## src/sv/imu_fp_pkg.sv

```systemverilog
`timescale 1ns / 1ps
// ----------------------------------------------------------------------------
// imu_fp_pkg
// Shared types and constants for the 11-byte sum-checked IMU frame parser.
// ----------------------------------------------------------------------------
package imu_fp_pkg;

  localparam int FrameLen         = 11;
  localparam int SumBytes         = 10;
  localparam int SampleIndexLimit = 255;
  // the count is 8 bits wide, so a larger limit acts as 255
  localparam int CountCapInt      = (SampleIndexLimit > 255) ? 255 : SampleIndexLimit;
  localparam logic [7:0] CountCap = CountCapInt[7:0];

  localparam logic [7:0] HeaderByte = 8'h55;
  localparam logic [7:0] TypeAccel  = 8'h51;
  localparam logic [7:0] TypeRate   = 8'h52;
  localparam logic [7:0] TypeAngle  = 8'h53;

  localparam logic [3:0] FillFull = 4'(FrameLen);

  typedef logic [7:0]                  rx_byte_t;
  typedef rx_byte_t [FrameLen-1:0]     window_t;
  typedef logic [3:0]                  fill_t;

  typedef enum logic [1:0] {
    KIND_ACCEL = 2'd0,
    KIND_RATE  = 2'd1,
    KIND_ANGLE = 2'd2
  } frame_kind_e;

  typedef struct packed {
    logic               hit;
    frame_kind_e        kind;
    logic signed [15:0] axis_x;
    logic signed [15:0] axis_y;
    logic signed [15:0] axis_z;
  } check_t;

endpackage

```

## src/sv/imu_fp_window.sv

```systemverilog
`timescale 1ns / 1ps
// ----------------------------------------------------------------------------
// imu_fp_window
// Sliding window of the last eleven bytes of the current burst and its fill
// count; presents the window as it stands after the incoming byte.
// ----------------------------------------------------------------------------
module imu_fp_window (
  input  logic                clk_i,
  input  logic                rst_ni,
  input  logic                shift_i,
  input  logic                clear_i,
  input  imu_fp_pkg::rx_byte_t byte_i,
  output imu_fp_pkg::window_t win_o,
  output imu_fp_pkg::fill_t   fill_o
);
  import imu_fp_pkg::*;

  window_t win_q, win_d;
  fill_t   fill_q, fill_d;
  window_t win_base;
  fill_t   fill_base;

  always_comb begin
    // a new burst starts from an empty window
    win_base  = clear_i ? '0 : win_q;
    fill_base = clear_i ? '0 : fill_q;
    for (int i = 0; i < FrameLen - 1; i++) begin
      win_d[i] = win_base[i+1];
    end
    win_d[FrameLen-1] = byte_i;
    fill_d = (fill_base < FillFull) ? fill_base + 4'd1 : fill_base;
  end

  always_ff @(posedge clk_i or negedge rst_ni) begin
    if (!rst_ni) begin
      win_q  <= '0;
      fill_q <= '0;
    end else if (shift_i) begin
      win_q  <= win_d;
      fill_q <= fill_d;
    end
  end

  assign win_o  = win_d;
  assign fill_o = fill_d;

endmodule

```

## src/sv/imu_fp_check.sv

```systemverilog
`timescale 1ns / 1ps
// ----------------------------------------------------------------------------
// imu_fp_check
// Frame test on one window: header, 8-bit sum, type decode and the three
// little-endian axis values.
// ----------------------------------------------------------------------------
module imu_fp_check (
  input  imu_fp_pkg::window_t win_i,
  input  imu_fp_pkg::fill_t   fill_i,
  output imu_fp_pkg::check_t  chk_o
);
  import imu_fp_pkg::*;

  logic [7:0] sum_lo, sum_hi, sum;
  logic       type_ok;
  frame_kind_e kind;

  always_comb begin
    // two five-byte halves keep the adder chain short
    sum_lo = '0;
    sum_hi = '0;
    for (int i = 0; i < SumBytes / 2; i++) begin
      sum_lo = sum_lo + win_i[i];
      sum_hi = sum_hi + win_i[i + SumBytes / 2];
    end
    sum = sum_lo + sum_hi;
  end

  always_comb begin
    type_ok = 1'b1;
    kind    = KIND_ACCEL;
    unique case (win_i[1])
      TypeAccel: kind = KIND_ACCEL;
      TypeRate:  kind = KIND_RATE;
      TypeAngle: kind = KIND_ANGLE;
      default:   type_ok = 1'b0;
    endcase
  end

  always_comb begin
    chk_o.hit    = (fill_i == FillFull) && (win_i[0] == HeaderByte) &&
                   (sum == win_i[SumBytes]) && type_ok;
    chk_o.kind   = kind;
    chk_o.axis_x = signed'({win_i[3], win_i[2]});
    chk_o.axis_y = signed'({win_i[5], win_i[4]});
    chk_o.axis_z = signed'({win_i[7], win_i[6]});
  end

endmodule

```

## src/sv/imu_frame_parser_core.sv

```systemverilog
`timescale 1ns / 1ps
// ----------------------------------------------------------------------------
// imu_frame_parser_core
// Byte-stream parser for 11-byte sum-checked IMU frames with per-kind indices.
// ----------------------------------------------------------------------------
// One byte is taken per cycle while in_stall_o is low. If a byte completes a
// valid frame, its result is registered: the byte waits in the input register,
// then makes a single pass through the window shift, the ten-byte sum and
// compare and the type decode into the result register. Every
// byte offset is tested, so overlapping frames are all found. burst_start_i
// clears the window and the per-kind sample counts before its byte is taken; a
// frame needs eleven bytes of the same burst. Each frame's sample_index_o counts
// earlier frames of its kind in the burst and holds at 255. in_stall_o rises
// only while a result waits on out_stall_i and a byte already sits in the input
// register.
module imu_frame_parser_core (
  input  logic               clk_i,
  input  logic               rst_ni,
  input  logic               in_valid_i,
  output logic               in_stall_o,
  input  logic [7:0]         rx_byte_i,
  input  logic               burst_start_i,
  output logic               out_valid_o,
  input  logic               out_stall_i,
  output logic [1:0]         frame_kind_o,
  output logic signed [15:0] axis_x_o,
  output logic signed [15:0] axis_y_o,
  output logic signed [15:0] axis_z_o,
  output logic [7:0]         sample_index_o
);
  import imu_fp_pkg::*;

  // input register
  logic     s1_valid_q, s1_valid_d;
  rx_byte_t s1_byte_q;
  logic     s1_start_q;

  logic     in_accept;
  logic     advance;

  window_t  win;
  fill_t    fill;
  check_t   chk;

  logic [7:0] cnt_q [3];
  logic [7:0] cnt_sel;

  logic               out_valid_q, out_valid_d;
  frame_kind_e        kind_q;
  logic signed [15:0] axis_x_q, axis_y_q, axis_z_q;
  logic [7:0]         index_q;

  assign advance    = s1_valid_q && (!out_valid_q || !out_stall_i);
  assign in_stall_o = s1_valid_q && !advance;
  assign in_accept  = in_valid_i && !in_stall_o;

  always_comb begin
    if (in_accept) begin
      s1_valid_d = 1'b1;
    end else if (advance) begin
      s1_valid_d = 1'b0;
    end else begin
      s1_valid_d = s1_valid_q;
    end
  end

  always_ff @(posedge clk_i or negedge rst_ni) begin
    if (!rst_ni) begin
      s1_valid_q <= 1'b0;
    end else begin
      s1_valid_q <= s1_valid_d;
    end
  end

  always_ff @(posedge clk_i) begin
    if (in_accept) begin
      s1_byte_q  <= rx_byte_i;
      s1_start_q <= burst_start_i;
    end
  end

  imu_fp_window u_window (
    .clk_i   (clk_i),
    .rst_ni  (rst_ni),
    .shift_i (advance),
    .clear_i (s1_start_q),
    .byte_i  (s1_byte_q),
    .win_o   (win),
    .fill_o  (fill)
  );

  imu_fp_check u_check (
    .win_i  (win),
    .fill_i (fill),
    .chk_o  (chk)
  );

  always_comb begin
    case (chk.kind)
      KIND_RATE:  cnt_sel = cnt_q[1];
      KIND_ANGLE: cnt_sel = cnt_q[2];
      default:    cnt_sel = cnt_q[0];
    endcase
  end

  // per-kind sample counts, cleared at a new burst
  always_ff @(posedge clk_i or negedge rst_ni) begin
    if (!rst_ni) begin
      for (int k = 0; k < 3; k++) begin
        cnt_q[k] <= '0;
      end
    end else if (advance) begin
      if (s1_start_q) begin
        for (int k = 0; k < 3; k++) begin
          cnt_q[k] <= '0;
        end
      end else if (chk.hit && (cnt_sel < CountCap)) begin
        case (chk.kind)
          KIND_RATE:  cnt_q[1] <= cnt_sel + 8'd1;
          KIND_ANGLE: cnt_q[2] <= cnt_sel + 8'd1;
          default:    cnt_q[0] <= cnt_sel + 8'd1;
        endcase
      end
    end
  end

  always_comb begin
    if (advance) begin
      out_valid_d = chk.hit;
    end else if (out_stall_i) begin
      out_valid_d = out_valid_q;
    end else begin
      out_valid_d = 1'b0;
    end
  end

  always_ff @(posedge clk_i or negedge rst_ni) begin
    if (!rst_ni) begin
      out_valid_q <= 1'b0;
    end else begin
      out_valid_q <= out_valid_d;
    end
  end

  always_ff @(posedge clk_i) begin
    if (advance && chk.hit) begin
      kind_q   <= chk.kind;
      axis_x_q <= chk.axis_x;
      axis_y_q <= chk.axis_y;
      axis_z_q <= chk.axis_z;
      index_q  <= cnt_sel;
    end
  end

  assign out_valid_o    = out_valid_q;
  assign frame_kind_o   = kind_q;
  assign axis_x_o       = axis_x_q;
  assign axis_y_o       = axis_y_q;
  assign axis_z_o       = axis_z_q;
  assign sample_index_o = index_q;

`ifndef SYNTHESIS
  // a frame is only reported from a full window
  a_hit_needs_full: assert property (@(posedge clk_i) disable iff (!rst_ni)
    (advance && chk.hit) |-> (fill == FillFull))
    else $error("frame reported from a partial window");

  // a burst start never completes a frame on its own byte
  a_start_no_hit: assert property (@(posedge clk_i) disable iff (!rst_ni)
    (advance && s1_start_q) |=> !out_valid_o)
    else $error("result on the first byte of a burst");

  // a taken result with nothing behind it leaves the output empty
  a_out_drain: assert property (@(posedge clk_i) disable iff (!rst_ni)
    (out_valid_o && !out_stall_i && !advance) |=> !out_valid_o)
    else $error("result repeated after it was taken");

  // the input side stalls only when it holds a byte it cannot pass on
  a_stall_cause: assert property (@(posedge clk_i) disable iff (!rst_ni)
    in_stall_o |-> (s1_valid_q && out_valid_o && out_stall_i))
    else $error("input stalled without a blocked result");
`endif

endmodule

```

## config.mk

```make
export PLATFORM = sky130hd
export DESIGN_NAME = imu_frame_parser_core
export DESIGN_NICKNAME = d
export VERILOG_FILES = /design/src/sv/imu_fp_pkg.sv /design/src/sv/imu_fp_window.sv /design/src/sv/imu_fp_check.sv /design/src/sv/imu_frame_parser_core.sv
export SDC_FILE = /design/constraint.sdc
export NUM_CORES = 1
export LEC_CHECK = 0
export BUFFER_PORTS_ARGS = -buffer_cell sky130_fd_sc_hd__buf_2
export CORE_MARGIN = 10
export CORE_UTILIZATION = 54
export DETAILED_ROUTE_END_ITERATION = 10
export GPL_TIMING_DRIVEN = 0
export PLACE_DENSITY_LB_ADDON = 0.2
export SYNTH_ARGS = -nofsm -noshare
export SYNTH_HDL_FRONTEND = slang
export SYNTH_SLANG_ARGS = --single-unit
```

## constraint.sdc

```tcl
create_clock -name clk_i -period 9.95 [get_ports clk_i]
set_input_delay 2.4875 -clock clk_i [delete_from_list [all_inputs] [get_ports clk_i]]
set_output_delay 2.4875 -clock clk_i [all_outputs]
set_load 0.01 [all_outputs]
```

Word-level counts from Yosys, hierarchy flattened. Index checks and enable logic that the tools add are counted.

$add $sub $neg: 11. $lt $le $gt $ge: 2. Equality and inequality tests: 10. Mux-type cells: 15. Reductions and logical operators: 22.

Operators by type and width (number): $mux W88 (1); $add A8 B8 Y8 (9); $mux W24 (2); $eq A8 B7 Y1 const B (4); $mux W8 (3); $pmux W8 S2 (1); $reduce_and A3 Y1 (3); $add A8 B1 Y8 const B (1); $eq A8 B8 Y1 (1); $logic_and A1 B1 Y1 (8); $lt A8 B8 Y1 const B (1); $mux W4 (2); $reduce_bool A2 Y1 (4); $mux W1 (5); $add A4 B1 Y4 const B (1); $eq A4 B4 Y1 const B (1); $logic_not A1 Y1 (4); $lt A4 B4 Y1 const B (1); $ne A2 B1 Y1 const B (2); $pmux W2 S2 (1); $reduce_or A3 Y1 (1); $eq A2 B1 Y1 const B (1); $eq A2 B2 Y1 const B (1); $reduce_or A2 Y1 (1); $logic_or A1 B1 Y1 (1).

Register bits: 185. Input bits: 13. Output and inout bits: 60. Word-level logic and storage cells: 84.

Longest topological paths before layout.
Word-level depth: 12. Mapped depth: 23. Mapped depth without buffers: 20.

By module. A second synthesis with hierarchy kept.

Cell total of the unflattened synthesis: 719. Area, all modules: 9542.9 µm².

Modules (own cells, without submodules): imu_fp_window (times used 1, cells each 297, area each 3870.0 µm², seq. area each 2102.0 µm²); imu_frame_parser_core (times used 1, cells each 208, area each 3552.2 µm², seq. area each 2662.6 µm²); imu_fp_check (times used 1, cells each 214, area each 2120.8 µm², seq. area each 0.0 µm²).

Worst setup path before layout. OpenSTA, ideal clock, no wires.

Kind: reg-to-reg. Start point: register s1_start_q. End point: register cnt_q[22] in the netlist's numbering. Setup time: 0.066 ns. Arrival time: 9.823 ns. Required time: 9.884 ns. Slack: 0.061 ns. Cell stages (with the launch flop): 20. Buffers on the path: 2. Period minus slack after synthesis: 9.889 ns. Path through: edfxtp_1 -> inv_1 -> clkbuf_1 -> buf_1 -> nand2_1 -> fa_1 -> fa_1 -> fa_1 -> fa_1 -> inv_1 -> fa_1 -> inv_1 -> fa_1 -> o21ai_0 -> a31oi_1 -> xnor2_1 -> xnor2_1 -> nor3_1 -> and2_1 -> a22o_1.

Cells in the longest elaborated chain, start to end: 12. Elaborated cells on any way between the ends: 39. Those cells by class: add/sub: 11; order compare: 2; eq/ne: 9; mux: 9; reduce/logical: 8.

Ends and longest elaborated chain: start, declared (line imu_frame_parser_core.sv:36) `logic s1_start_q;`; start signal, assigned (line imu_frame_parser_core.sv:78) `s1_start_q <= burst_start_i;`; $mux W88 (line imu_fp_window.sv:25) `win_base = clear_i ? '0 : win_q;`; $add A8 B8 Y8, on equally long branches (4 in a row) (line imu_fp_check.sv:23, imu_fp_check.sv:24); $add A8 B8 Y8 (line imu_fp_check.sv:26) `sum = sum_lo + sum_hi;`; $eq A8 B8 Y1 (line imu_fp_check.sv:42) `(sum == win_i[SumBytes]) && type_ok;`; $logic_and A1 B1 Y1 (line imu_fp_check.sv:41) `chk_o.hit = (fill_i == FillFull) && (win_i[0] == HeaderByte) &&`; $logic_and A1 B1 Y1 (line imu_fp_check.sv:42); $logic_and A1 B1 Y1 (line imu_frame_parser_core.sv:117) `end else if (chk.hit && (cnt_sel < CountCap)) begin`; $reduce_bool A2 Y1 (no source line); $reduce_and A3 Y1 (no source line); end, declared (line imu_frame_parser_core.sv:45) `logic [7:0] cnt_q [3];`.

Parallel ways exist; a longest one is shown, timed or not. The select of a mux whose other input is x is not followed. A chain may end at the register's enable or synchronous reset.

==> impl_metrics.ini <==
[outcome]
status = complete, no violations

[grt]
grt_max_degree = 58
antenna_found_initial = 0
overflow = 0
grt_usage_pct = 18.8
grt_pass1_vias = 6214
grt_pass1_wl_mm = 32.3

[synthesis]
synth.distinct_cells = 46
synth_area_leaders = dfrtp_1 (32%), edfxtp_1 (23%), fa_1 (12%), nand2_1 (8.7%), nor2b_1 (3.4%)
synth.most_common_cell = nand2_1
synth-main-ff-cell = dfrtp_1
ys_ff_latch = 177
yosysWarnings = 0
async_reset_ff_share_pct = 62.1
syn_nets = 857
synth_top_area_cell = dfrtp_1
syn_inst = 778
ys_seq_area_share_pct = 54.8
syn-cell-area_sq_um = 8700
synth_edf_count = 67
syn_avg_cell_area_sq_um = 11.2
synth_top_area_share_pct = 31.6
synth_common_cells = nand2_1 (202), dfrtp_1 (110), inv_1 (68)

[power]
power_frac_seq_pct = 48.5
internal_power_w = 0.00123
ir_worst_vdd_uv = 127
combPwrFrac_pct = 9.4
power_density_nw_per_um2 = 162
pwr-share-clk_pct = 42.1
switchingPower_w = 0.000396
swShare_pct = 24.4
p_leak_nw = 4.54

[clock_tree]
holdBufCountCts = 0
clock_sinks = 177
path_clk_slew_ps = 60
postCtsSetupRepairBufs = 0
numCtsBuffers = 17
cts_tree = done
cts_resized = 0
clk_path_buf_depth = 2
ctsRootBufferMaster = clkbuf_16
h-tree-depth = 4
clk_latency_ps = 440

[timing]
worst_pin_slew_ps = 855
skew_ps = 6.64
setup_viol = 0
period_share_pct = 78.4
period_minus_slack_ps = 7800
rsz0062_at_grt = false
drv_slew = 0
fmax_mhz = 128
finalHoldViolations = 0
slew_headroom_pct = 42.7

[setup_path]
slowest_stage = nor3_2
arrival_ps = 7950
r2r_slack_ps = 2150
cp_top_family = adder cells
reg2reg_depth = 20
cp-end-kind = flop
r2r_start = s1_start_q$_DFFE_PP_
path_cells = clkbuf_1 -> clkbuf_1 -> nor2b_1 -> fa_1 -> inv_1 -> fa_1 -> fa_1 -> fa_1 -> inv_1 -> fa_1 -> inv_1 -> fa_1 -> o21ai_0 -> a31oi_1 -> xnor2_1 -> xnor2_1 -> nor3_2 -> buf_6 -> buf_4 -> buf_6
timing.rr.end = axis_y_o[3]$_DFFE_PP_
worstPathMaxFanout = 14
slowest_delay_ps = 740
path_common_cell = fa_1
crit_start = s1_start_q$_DFFE_PP_
cp.required_ps = 10100
cp_num_buf_inv = 8
worstSetupStartpointType = flop
critical_path_class = flop to flop

[place]
routabilityCongestion = 0.863
dp.final_hpwl_mm = 14.3
numPortBuffers = 72
dp.cells = 1072

[routing]
via_per_inst = 5.28
wl_per_cell_um = 17.6
drc = 0
first_pass_iters = 4
ant_nets = 0
dr_total_vias = 5827
drtIter0Drc = 523
wl_mm = 19.4

[min_path]
hold_start = u_window.win_q[45]$_DFFE_PN0P_
hold-path-endpoint = u_window.win_q[45]$_DFFE_PN0P_
hold_depth = 2
hold_path_class = flop to flop

[floorplan]
num_rows = 46
start_util_pct = 55.0
fp.dieH_um = 147
dieArea_sq_um = 21600
die_x_um = 147
core_area_sq_um = 15800
pin_count = 73

[layout]
fin_cells = 1104
final_core_util_pct = 63.3
diodes = 0
fin_nets = 954
drive_gt1_share_pct = 13.5
area_growth_pct = 15.2

[flow_run]
maxCapViolCount = 0
==> state kept, by name, indices dropped and copies added, names as in the netlist <==
name,count
u_window.win_q,80
axis_z_o,16
cnt_q,24
axis_x_o,16
sample_index_o,8
s1_byte_q,8
out_valid_o,1
u_window.fill_q,4
frame_kind_o,2
s1_valid_q,1
s1_start_q,1
axis_y_o,16
==> routing by layer <==
layer / up-vias / share of wire, % / global-route usage (%)
li1: 2735 / - / -
met1: 2950 / 43 / 23.9
met2: 131 / 51 / 31.4
met3: 11 / 5.0 / 4.61
met4: 0 / 0.88 / 5.25
met5: - / 0 / 0
==> layout by cell type, fill, tap and decap left out, drive strengths merged, types with 4 or more instances in the layout <==
cell type and instances:
or4 4, fa 50, clkinv 8, ha 16
xnor2 26, a22oi 5, mux2 4, a21oi 5
nor3 5, buf 83, a21o 6, nor2b 47
nand2 202, inv 69, o21ai 47, clkbuf 48
edfxtp 67, nand2b 5, o2bb2ai 13, nand3 4
dfrtp 110, nor2 13, a22o 10, and2 5
xor2 6
==> worst max path at each step <==
stage / endpoint / slack [ps] / cells after the start
3_3_place_gp: cnt_q[22]$_DFFE_PN0P_ / -2770 / 19
3_5_place_dp: axis_y_o[3]$_DFFE_PP_ / 2100 / 20
2_1_floorplan: cnt_q[22]$_DFFE_PN0P_ / 60 / 19
4_1_cts: axis_y_o[10]$_DFFE_PP_ / 2080 / 20
5_1_grt: axis_y_o[2]$_DFFE_PP_ / 1680 / 20
6_report: axis_y_o[3]$_DFFE_PP_ / 2150 / 20
==> power by group through the flow <==
| stage | Combinational [W] | Clock (W) | Sequential (W) |
|---|---|---|---|
| after floorplan | 0.000105 | 0 | 0.000797 |
| after global placement | 0.000147 | 0 | 0.000801 |
| after detailed placement | 0.000153 | 0 | 0.000802 |
| after CTS | 0.000154 | 0.000693 | 0.000788 |
| after global routing | 0.000171 | 0.000723 | 0.000790 |
| final | 0.000152 | 0.000684 | 0.000788 |
==> kinds of logic after synthesis <==
family / count (synthesis) / synth area share [%]
adder cells (fa/ha/maj): 66 / 13.8
AND/OR/NAND/NOR: 295 / 15.1
buffers and inverters: 101 / 4.39
AO/OA/AOI/OAI: 101 / 7.68
XOR/XNOR: 34 / 3.74
flip-flops: 177 / 54.8
multiplexers: 4 / 0.518
==> per-stage QoR <==
stage                     total power [W]  setup TNS, ps  setup slack [ps]  area, sq um  hold slack (ps)
after global placement           0.000948        -175090             -2770         9330              451
after floorplan                  0.000902              0              61.2         8700              438
final                             0.00162              0              2150        10000              469
after detailed placement         0.000955              0              2100         9420              455
after CTS                         0.00164              0              2080        10000              471
after global routing              0.00168              0              1680        10000              492
==> layout make-up <==
type | count | area [sq um]
Fill cell | 1261 | 5800
Tap cell | 216 | 270
Buffer | 33 | 126
Clock buffer | 20 | 478
Inverter | 68 | 255
Sequential cell | 177 | 4760
Multi-Input combinational cell | 500 | 3560
Clock inverter | 12 | 130
Timing Repair Buffer | 78 | 443
==> tightest hold or removal path, stage by stage, from the launching register on <==
cell,delay [ps]
dfrtp_1,340
nand2_1,50
nand2_1,50
Power figures use the tool's default switching activity.
